`config.mk`:
```
export PLATFORM = sky130hd
export DESIGN_NAME = bounded_deque_list_unit
export DESIGN_NICKNAME = d
export VERILOG_FILES = /design/src/rtl/core/bdl_pkg.sv /design/src/rtl/core/bdl_ram.sv /design/src/rtl/core/bdl_ctrl.sv /design/src/rtl/core/bounded_deque_list_unit.sv
export SDC_FILE = /design/constraint.sdc
export NUM_CORES = 1
export LEC_CHECK = 0
export ABC_AREA = 1
export BUFFER_PORTS_ARGS = -buffer_cell sky130_fd_sc_hd__buf_4
export CAP_MARGIN = 20
export CORE_ASPECT_RATIO = 0.7
export CORE_MARGIN = 1
export CORE_UTILIZATION = 56
export DETAILED_ROUTE_END_ITERATION = 8
export PLACE_DENSITY_LB_ADDON = 0.08
export SETUP_SLACK_MARGIN = 0.5
export SLEW_MARGIN = 30
export SYNTH_ARGS = -nofsm -noshare
export SYNTH_HDL_FRONTEND = slang
export SYNTH_SLANG_ARGS = --single-unit
```
`constraint.sdc`:
```
create_clock -name clk -period 4.45 [get_ports clk]
set_input_delay 0 -clock clk [delete_from_list [all_inputs] [get_ports clk]]
set_output_delay 0 -clock clk [all_outputs]
set_load 0.005 [all_outputs]
```
`src/rtl/core/bdl_pkg.sv`:
```
// Package for the bounded deque: sizes, operation and status codes,
// transfer structs and ring index arithmetic. Depends on nothing.
`timescale 1ns / 1ps

package bdl_pkg;

  localparam int DEPTH     = 16;
  localparam int IDX_W     = $clog2(DEPTH);
  localparam int CNT_W     = $clog2(DEPTH + 1);
  localparam int VAL_W     = 32;
  localparam int KIND_W    = 3;
  localparam int STATUS_W  = 2;
  localparam int OUT_CNT_W = 7;

  localparam logic [KIND_W-1:0] KIND_PUSH_BACK  = 3'd0;
  localparam logic [KIND_W-1:0] KIND_PUSH_FRONT = 3'd1;
  localparam logic [KIND_W-1:0] KIND_POP_FRONT  = 3'd2;
  localparam logic [KIND_W-1:0] KIND_POP_BACK   = 3'd3;
  localparam logic [KIND_W-1:0] KIND_VIEW       = 3'd4;

  localparam logic [STATUS_W-1:0] STATUS_OK    = 2'd0;
  localparam logic [STATUS_W-1:0] STATUS_EMPTY = 2'd1;
  localparam logic [STATUS_W-1:0] STATUS_FULL  = 2'd2;

  typedef struct packed {
    logic [KIND_W-1:0]       kind;
    logic signed [VAL_W-1:0] push_value;
  } in_item_t;

  typedef struct packed {
    logic signed [VAL_W-1:0] element_value;
    logic [STATUS_W-1:0]     status;
    logic [OUT_CNT_W-1:0]    element_count;
    logic                    last_result;
  } out_item_t;

  typedef struct packed {
    logic             we;
    logic [IDX_W-1:0] waddr;
    logic [VAL_W-1:0] wdata;
    logic [IDX_W-1:0] raddr;
  } ram_req_t;

  // Reduces a sum below twice the depth to a ring position.
  function automatic logic [IDX_W-1:0] wrap_sum(input logic [IDX_W:0] s);
    logic [IDX_W:0] lim;
    lim = (IDX_W + 1)'(DEPTH);
    if (s >= lim) begin
      wrap_sum = IDX_W'(s - lim);
    end else begin
      wrap_sum = IDX_W'(s);
    end
  endfunction

  function automatic logic [IDX_W-1:0] ring_inc(input logic [IDX_W-1:0] p);
    if (p == IDX_W'(DEPTH - 1)) begin
      ring_inc = '0;
    end else begin
      ring_inc = IDX_W'(p + 1'b1);
    end
  endfunction

  function automatic logic [IDX_W-1:0] ring_dec(input logic [IDX_W-1:0] p);
    if (p == '0) begin
      ring_dec = IDX_W'(DEPTH - 1);
    end else begin
      ring_dec = IDX_W'(p - 1'b1);
    end
  endfunction

endpackage

```
`src/rtl/core/bdl_ram.sv`:
```
// Generic single-port-write, single-port-read synchronous RAM with a
// registered read. Depends on nothing.
`timescale 1ns / 1ps

module bdl_ram #(
  parameter int WIDTH     = 32,
  parameter int NUM_WORDS = 16,
  parameter int AW        = $clog2(NUM_WORDS)
) (
  input  logic             clk,
  input  logic             we,
  input  logic [AW-1:0]    waddr,
  input  logic [WIDTH-1:0] wdata,
  input  logic [AW-1:0]    raddr,
  output logic [WIDTH-1:0] rdata
);

  logic [WIDTH-1:0] mem [NUM_WORDS];
  logic [WIDTH-1:0] rdata_r;

  always_ff @(posedge clk) begin
    if (we) begin
      mem[waddr] <= wdata;
    end
    rdata_r <= mem[raddr];
  end

  assign rdata = rdata_r;

endmodule

```
`src/rtl/core/bdl_ctrl.sv`:
```
// Deque sequencer: ring pointers, operation decode, view walk and the
// result register. Depends on bdl_pkg; drives the element RAM.
`timescale 1ns / 1ps

module bdl_ctrl
  import bdl_pkg::*;
(
  input  logic             clk,
  input  logic             rst_n,
  input  logic             start,
  input  in_item_t         in_item,
  output logic             busy,
  output ram_req_t         ram_req,
  input  logic [VAL_W-1:0] ram_rdata,
  output logic             out_valid,
  output out_item_t        out_item
);

  typedef enum logic [2:0] {
    ST_IDLE = 3'b001,
    ST_POP  = 3'b010,
    ST_VIEW = 3'b100
  } state_t;

  state_t           state_r, state_nxt;
  logic [IDX_W-1:0] front_r, front_nxt;
  logic [CNT_W-1:0] held_r, held_nxt;
  logic [CNT_W-1:0] view_idx_r, view_idx_nxt;
  logic [IDX_W-1:0] view_ptr_r, view_ptr_nxt;
  out_item_t        out_item_r, out_item_nxt;
  logic             out_valid_r, out_valid_nxt;

  logic             full;
  logic             empty;
  logic [IDX_W-1:0] back_pos;
  logic [IDX_W-1:0] last_pos;
  logic [IDX_W-1:0] front_dec;
  logic [IDX_W-1:0] front_inc;
  logic [IDX_W-1:0] view_ptr_inc;
  logic [CNT_W-1:0] held_inc;
  logic [CNT_W-1:0] held_dec;
  logic [CNT_W-1:0] view_idx_inc;

  assign full         = (held_r == CNT_W'(DEPTH));
  assign empty        = (held_r == '0);
  assign held_inc     = CNT_W'(held_r + 1'b1);
  assign held_dec     = CNT_W'(held_r - 1'b1);
  assign view_idx_inc = CNT_W'(view_idx_r + 1'b1);
  assign back_pos     = wrap_sum({1'b0, front_r} + (IDX_W + 1)'(held_r));
  assign last_pos     = wrap_sum({1'b0, front_r} + (IDX_W + 1)'(held_dec));
  assign front_dec    = ring_dec(front_r);
  assign front_inc    = ring_inc(front_r);
  assign view_ptr_inc = ring_inc(view_ptr_r);

  always_comb begin
    state_nxt     = state_r;
    front_nxt     = front_r;
    held_nxt      = held_r;
    view_idx_nxt  = view_idx_r;
    view_ptr_nxt  = view_ptr_r;
    out_item_nxt  = out_item_r;
    out_valid_nxt = 1'b0;
    ram_req.we    = 1'b0;
    ram_req.waddr = back_pos;
    ram_req.wdata = in_item.push_value;
    ram_req.raddr = front_r;

    case (state_r)
      ST_IDLE: begin
        if (start) begin
          out_valid_nxt = 1'b1;
          out_item_nxt  = '{'0, STATUS_OK, OUT_CNT_W'(held_r), 1'b1};
          case (in_item.kind)
            KIND_PUSH_BACK: begin
              if (full) begin
                out_item_nxt.status = STATUS_FULL;
              end else begin
                ram_req.we                 = 1'b1;
                held_nxt                   = held_inc;
                out_item_nxt.element_count = OUT_CNT_W'(held_inc);
              end
            end
            KIND_PUSH_FRONT: begin
              if (full) begin
                out_item_nxt.status = STATUS_FULL;
              end else begin
                ram_req.we                 = 1'b1;
                ram_req.waddr              = front_dec;
                front_nxt                  = front_dec;
                held_nxt                   = held_inc;
                out_item_nxt.element_count = OUT_CNT_W'(held_inc);
              end
            end
            KIND_POP_FRONT: begin
              if (empty) begin
                out_item_nxt.status = STATUS_EMPTY;
              end else begin
                front_nxt     = front_inc;
                held_nxt      = held_dec;
                state_nxt     = ST_POP;
                out_valid_nxt = 1'b0;
              end
            end
            KIND_POP_BACK: begin
              if (empty) begin
                out_item_nxt.status = STATUS_EMPTY;
              end else begin
                ram_req.raddr = last_pos;
                held_nxt      = held_dec;
                state_nxt     = ST_POP;
                out_valid_nxt = 1'b0;
              end
            end
            KIND_VIEW: begin
              if (empty) begin
                out_item_nxt.status = STATUS_EMPTY;
              end else begin
                view_ptr_nxt  = front_r;
                view_idx_nxt  = '0;
                state_nxt     = ST_VIEW;
                out_valid_nxt = 1'b0;
              end
            end
            default: begin
            end
          endcase
        end
      end
      ST_POP: begin
        out_valid_nxt = 1'b1;
        out_item_nxt  = '{ram_rdata, STATUS_OK, OUT_CNT_W'(held_r), 1'b1};
        state_nxt     = ST_IDLE;
      end
      ST_VIEW: begin
        out_valid_nxt = 1'b1;
        out_item_nxt  = '{ram_rdata, STATUS_OK, OUT_CNT_W'(held_r),
                          (view_idx_inc == held_r)};
        ram_req.raddr = view_ptr_inc;
        view_ptr_nxt  = view_ptr_inc;
        view_idx_nxt  = view_idx_inc;
        if (view_idx_inc == held_r) begin
          state_nxt = ST_IDLE;
        end
      end
      default: begin
        state_nxt = ST_IDLE;
      end
    endcase
  end

  always_ff @(posedge clk) begin
    if (!rst_n) begin
      state_r     <= ST_IDLE;
      front_r     <= '0;
      held_r      <= '0;
      out_valid_r <= 1'b0;
    end else begin
      state_r     <= state_nxt;
      front_r     <= front_nxt;
      held_r      <= held_nxt;
      out_valid_r <= out_valid_nxt;
    end
  end

  always_ff @(posedge clk) begin
    view_idx_r <= view_idx_nxt;
    view_ptr_r <= view_ptr_nxt;
    out_item_r <= out_item_nxt;
  end

  assign busy      = (state_r != ST_IDLE);
  assign out_valid = out_valid_r;
  assign out_item  = out_item_r;

endmodule

```
`src/rtl/core/bounded_deque_list_unit.sv`:
```
// Bounded double-ended queue of signed 32-bit values held in a ring RAM.
// Depends on bdl_pkg, bdl_ctrl and bdl_ram.
// A push result is registered and appears in the cycle after the transfer; a pop result
// passes the RAM read register and then the result register. A pop makes one RAM read,
// a view reads one element per cycle from the RAM read port; busy is high meanwhile.
// Synchronous active-low reset empties the queue; results cannot be stalled.
`timescale 1ns / 1ps

module bounded_deque_list_unit
  import bdl_pkg::*;
(
  input  logic      clk,
  input  logic      rst_n,
  input  logic      start,
  input  in_item_t  in_item,
  output logic      busy,
  output logic      out_valid,
  output out_item_t out_item
);

  ram_req_t         ram_req;
  logic [VAL_W-1:0] ram_rdata;

  bdl_ctrl u_ctrl (
    .clk       (clk),
    .rst_n     (rst_n),
    .start     (start),
    .in_item   (in_item),
    .busy      (busy),
    .ram_req   (ram_req),
    .ram_rdata (ram_rdata),
    .out_valid (out_valid),
    .out_item  (out_item)
  );

  bdl_ram #(
    .WIDTH     (VAL_W),
    .NUM_WORDS (DEPTH)
  ) u_ram (
    .clk   (clk),
    .we    (ram_req.we),
    .waddr (ram_req.waddr),
    .wdata (ram_req.wdata),
    .raddr (ram_req.raddr),
    .rdata (ram_rdata)
  );

endmodule

```
======== Word-level counts from Yosys, hierarchy flattened ========
Memory sizes are Yosys's and may differ from the RTL's. A register that Yosys moved wholly into a read port is not among the register bits.
Cells that the tools add are included.
storage, ports and cells
  register bits ........................... 64
  bits in writable memories ............... 512
  input port bits ......................... 38
  output and inout bits ................... 44
  logic and storage cells ................. 110
  memories kept ........................... 1
memories
  name       words  bits a word  rd ports  clocked after Yosys merged registers in  write ports  RTL line       RTL
  u_ram.mem  16     32           1         1                                        1            bdl_ram.sv:18  logic [WIDTH-1:0] mem [NUM_WORDS];
operators by class
  add/subtract/negate cells ............... 10
  $lt $le $gt $ge ......................... 2
  eq/ne operators ......................... 23
  mux-type cells .......................... 48
  reduce and logical (&&, ||, !) cells .... 16
operators by type and width
  kind                                                                    count
  42-bit one-hot mux with 3 select lines                                  1
  4-bit 2-to-1 mux                                                        14
  5-bit 2-to-1 mux                                                        10
  42-bit 2-to-1 mux                                                       1
  4-bit one-hot mux with 2 select lines                                   3
  5-bit one-hot mux with 2 select lines                                   2
  5-bit AND reduction                                                     3
  2-bit inequality test (second input constant)                           7
  3-bit 2-to-1 mux                                                        4
  3-bit one-hot mux with 2 select lines                                   2
  4-bit by 1-bit subtractor with 4-bit output (second input constant)     3
  4-bit by 5-bit adder with 5-bit output                                  2
  5-bit by 1-bit adder with 5-bit output (second input constant)          2
  5-bit >= comparator (second input constant)                             2
  3-bit by 2-bit equality test with 1-bit output (second input constant)  3
  3-bit inequality test (second input constant)                           3
  4-bit by 1-bit adder with 4-bit output (second input constant)          2
  4-bit equality test (second input constant)                             2
  1-bit 2-to-1 mux                                                        7
  3-bit by 1-bit equality test with 1-bit output (second input constant)  2
  3-bit equality test (second input constant)                             2
  2-bit nonzero test                                                      3
  2-bit OR reduction                                                      3
  5-bit equality test                                                     1
  other kinds (14)                                                        15

======== Longest topological paths before layout ========
  word-level depth ........................ 9
  depth in mapped cells ................... 18
  depth with buffers taken out ............ 17

======== Modules after synthesis ========
From an unflattened synthesis, not the netlist that was laid out.
unflattened totals
  cell total of the unflattened synthesis .. 2543
  area, all modules ....................... 26512.9 um^2
by module, submodules not included
  module    instances  cells each  area each (um^2)  seq. area each (um^2)
  bdl_ram   1          2120        22730.6           16015.4
  bdl_ctrl  1          423         3782.4            1731.7

======== Worst setup path before layout ========
Ideal clock, no wire load.
  path kind ............................... register to register
  start point ............................. register u_ctrl.held_r[1]
  end point ............................... memory u_ram.mem[11][0] (enable)
  library setup time ...................... 0.421 ns
  data arrival time ....................... 3.076 ns
  data required time ...................... 4.029 ns
  setup slack ............................. 0.953 ns
  stages on the path, launching flop included .. 11
  path buffers ............................ 0
  clock period less this slack ............ 3.497 ns
  cells stage by stage .................... dfxtp_1 inv_1 ha_1 nand3_1 nand3_2 nor2_4 inv_2 or2_0 o21ai_2 nand3_2 nor2_1
between the ends
  longest elaborated chain between the ends .. 7
  elaborated cells on any way between the ends .. 13
  classes of those cells .................. add/sub (2); order compare (1); eq/ne (1); mux (9)
RTL lines
  element                                                                               RTL line                        RTL
  start, declared                                                                       bdl_ctrl.sv:27                  logic [CNT_W-1:0] held_r, held_nxt;
  start signal, assigned                                                                bdl_ctrl.sv:160                 held_r <= held_nxt;
  4-bit by 5-bit adder with 5-bit output / 5-bit equality test (equally long branches)  bdl_ctrl.sv:49, bdl_ctrl.sv:44
  4-bit by 1-bit subtractor with 4-bit output (tied with other cells)                   bdl_pkg.sv:49                   wrap_sum = IDX_W'(s - lim);
  4-bit 2-to-1 mux / 1-bit one-hot mux with 2 select lines (equally long branches)      bdl_pkg.sv:48, bdl_ctrl.sv:73
  5-bit 2-to-1 mux (on tied branches)                                                   bdl_ctrl.sv:84, bdl_ctrl.sv:70
  4-bit 2-to-1 mux / 5-bit 2-to-1 mux (equally long branches)                           bdl_ctrl.sv:73, bdl_ctrl.sv:68
  5-bit 2-to-1 mux / 1-bit 2-to-1 mux (equally long branches)                           bdl_ctrl.sv:70, bdl_ram.sv:22
  5-bit 2-to-1 mux (*)                                                                  bdl_ctrl.sv:68                  case (state_r)
  end, declared                                                                         bdl_ram.sv:18
Mark *: on every way between the ends. The rest lies on a longest branch, timed or not.

======== Final worst setup path ========
  start point ............................. register u_ctrl.held_r[1]
  end point ............................... memory u_ram.mem[2][7] (enable)
The elaborated chain is that of the path after synthesis.

==> run summary <==
After synthesis, the mean cell area works out to 10.7 um^2. The number of antenna diodes in the final layout is 0. The number of buffers and inverters on the critical path is 3. The overall global routing resource usage is 27.5%. The static leakage is 12.5 nW. IR analysis of the VDD net gives a maximum drop of 0.000446 V.

TritonCTS built the clock tree. The fraction of the mapped netlist area in simple logic gates came out at 21.9%. The parity-gate share of the synthesized area counting xor and xnor cells came out at 0.629%.

The core box area came out at 0.0465 mm^2. The clock reaches the later pin of the worst-skew pair after 0.61 ns. By area, the combinational part of the netlist is dominated by simple AND/OR/NAND/NOR gates.

The largest fanout on the critical path came out at 21. From synthesis to final layout, the design area changed by 14.2%. The total CTS buffers is 56. The number of distinct library cells after synthesis came out at 40. The mux share of post-synthesis cell area is 0%. The H-tree depth reported by CTS came out at 2. After global routing the overflow that remains totals 0. The remaining max-slew budget at the tightest pin is 29.8%. The total power density per cell area is 478 mW/mm^2. The floorplan has 66 rows. For the worst setup path, the data required time is 4.76 ns.

The arithmetic-cell share of the synthesized area counting full adders, half adders and majority gates is 0.767%. The signal on the critical path passes through inv_1, ha_1, nand3_1, nand3_2, nor2_4, or2_2, o21ai_1, inv_1, nand3_1, nor2_4, buf_4. The number of global-route vias before repair came to 16895. Across the run, the number of max-cap violations was 0. Setup repair after global routing left no endpoint under its margin. The element type at the critical path start is a register.

The last weighted congestion value of the routability-driven placer is 0.866. The maximum number of pins on one net before global-route repair came out at 202. The number of iterations in the first detailed-routing pass came out at 5. The share of the synthesized area in compound gates (AO/OA/AOI/OAI) is 1.04%. The floorplan die area came out at 0.0481 mm^2.

The die width came out at 262 um. The most frequent standard cell in the layout excluding fill and tap cells is nand3_1. The number of sinks driven by the clock tree came out at 606. The initial antenna violation count came out at 0. With fillers left out, the area of the finished cells amounts to 0.0302 mm^2. The average via count per standard cell came out at 5.59.

The post-synthesis register bit count is 606. The ratio of final minimum period to clock period came out at 78.8%. The post-detailed-placement cell area came out at 0.0278 mm^2. The run finished with clean final reports. The iteration-0 DRC count of the detailed router is 1975. The maximum operating frequency is 285 MHz. The count of nets left with antenna violations after detail routing came out at 0. The class of the most critical setup path is register to register. On the worst path, the slowest cell contributes a delay of 0.74 ns. After detailed routing, the average wire length per cell comes to 20.2 um. For the worst setup path, the data arrival time is 3.82 ns. After detailed routing, the number of remaining DRC violations is 0.

The global-route wire length before repair is 99700 um. The number of gates resized after CTS was 0. 82 I/O pins were placed.

The post-placement cell count is 3072. The count of input and output buffers came out at 79. The clock-pin slew of the registers on the worst-case setup and hold paths came out at 0.06 ns. The maximum clock path buffer count came out at 3. Leaving out fill and tap cells, the most frequent cells in the layout are 601 x nand3_1, 561 x edfxtp_1, 452 x nand2_1. The number of nets in the layout is 2611.

The sum of routed wire length over all layers came out at 64900 um. The height of the die came out at 184 um. The number of cells produced by synthesis is 2474. The final-report setup violation count came out at 0. The hold violation total from the final report came out at 0.

The number of post-CTS setup repair buffers is 0. The smallest clock period supported by the final layout is computed as 3.51 ns. The worst hold path belongs to the class input pin to register.

Fill cells in the final layout number 3581. STA classifies the critical path endpoint as a register. The sequential fraction of the synthesis area came out at 67.1%. The cell class contributing the biggest share of worst-path delay is simple AND/OR/NAND/NOR gates. The post-route netlist has 10.3% of its cells at a drive strength greater than 1. For the pin with the worst max-slew slack, the measured transition is 1.05 ns. On the final layout, the worst hold slack is 0.260 ns.

For this run, the number of standard cells in the final layout without fillers is 3217. The final worst clock skew came out at 0.0178 ns. The tree is rooted in a clkbuf_16. The max-slew violation count came out at 0. The starting density of the core is 56.9%.

Detailed routing inserted a total of 17994 vias. For this run, the number of Yosys warnings is 0. The setup TNS came out at 0 ns. Once detailed placement completed, the half-perimeter wirelength came to 36600 um. The share of the core filled with cells is 64.9%. Among all stages on the critical path, the largest delay is contributed by nor2_4. The synthesized netlist occupies a cell area of 0.0264 mm^2.
## per-stage QoR
step | total power, mW | worst slack, ns
after CTS | 14.5 | 0.967
final | 14.4 | 0.942
after global routing | 15.0 | 0.712
after floorplan | 8.33 | 0.953
after global placement | 9.23 | 1.07
after detailed placement | 9.26 | 0.967
## worst register-to-register path: stages (launching register included)
cell	delay, ns
dfxtp_1	0.48
inv_1	0.17
ha_1	0.26
nand3_1	0.20
nand3_2	0.16
nor2_4	0.17
or2_2	0.13
o21ai_1	0.11
inv_1	0.12
nand3_1	0.31
nor2_4	0.74
buf_4	0.36
## per-layer routing
metal | share of wire (%) | vias to the layer above | GRT usage (%) | wire length (um)
met5 | 0.11 | - | 1.13 | 72
met4 | 2.1 | 2 | 7.47 | 1390
met3 | 7.5 | 101 | 4.14 | 4880
met2 | 44 | 705 | 40.5 | 28400
met1 | 46 | 8720 | 42.5 | 30100
li1 | - | 8466 | - | -
## path summary, 6_finish.rpt
path                        to  slack, ns  cells past startpoint         startpoint
max            u_ram.mem[2][7]       0.94                     11   u_ctrl.held_r[1]
min           u_ram.mem[15][4]       0.26                      2         in_item[4]
max reg2reg    u_ram.mem[2][7]       0.94                     11   u_ctrl.held_r[1]
min reg2reg  u_ctrl.state_r[0]       0.49                      2  u_ctrl.state_r[0]
## power breakdown
group          leakage (nW)  switching, mW  internal [mW]
logic                  6.03           1.82          0.701
registers              5.46          0.114           6.54
clock network         0.980           2.12           3.13
## final cells by class
| class | count | area (um^2) | share of cell area [%] |
|---|---|---|---|
| Multi-Input combinational cell | 1319 | 6630 | 22.0 |
| Sequential cell | 606 | 17700 | 58.8 |
| Inverter | 409 | 1540 | 5.09 |
| Tap cell | 612 | 766 | 2.54 |
| Clock inverter | 36 | 498 | 1.65 |
| Timing Repair Buffer | 166 | 1480 | 4.92 |
| Clock buffer | 69 | 1520 | 5.04 |
## repair_timing
item	CTS	global route
hold buffers	40	0
setup endpoints to repair	0	0
hold endpoints to repair	530	0
## cell families (layout without fill, tap and decap cells)
family	Yosys count	after routing
compound gates	49	49
xor+xnor	19	19
fa+ha+maj	15	15
buf+inv	550	680
flops	606	606
other cells	1	2
simple gates	1234	1234
## Yosys cell counts (all sizes together)
master,number,area share (%)
a21o,1,0.028
nand4,4,0.095
nor3,6,0.16
inv,408,5.8
o211ai,3,0.085
a21oi,14,0.27
conb,1,0.014
a211oi,4,0.11
nand2,461,6.6
or2,4,0.095
o22ai,3,0.071
xor2,14,0.46
buf,132,2.6
clkbuf,9,0.13
nor2,79,1.2
nand3,607,12
edfxtp,561,64
o21ai,23,0.45
a31oi,1,0.024
ha,13,0.62
dfxtp,45,3.4
and3,1,0.024
fa,2,0.15
nand3b,72,2.0
clkinv,1,0.014
xnor2,5,0.17
## flip-flops by register name, indices dropped and copies added, names as in the netlist
name,count
u_ram.mem,512
u_ctrl.held_r,5
u_ctrl.out_item,40
u_ctrl.view_ptr_r,4
u_ctrl.front_r,4
u_ctrl.out_valid,1
u_ctrl.view_idx_r,5
u_ram.rdata,32
u_ctrl.state_r,3
(Power assumes the default switching activity.)
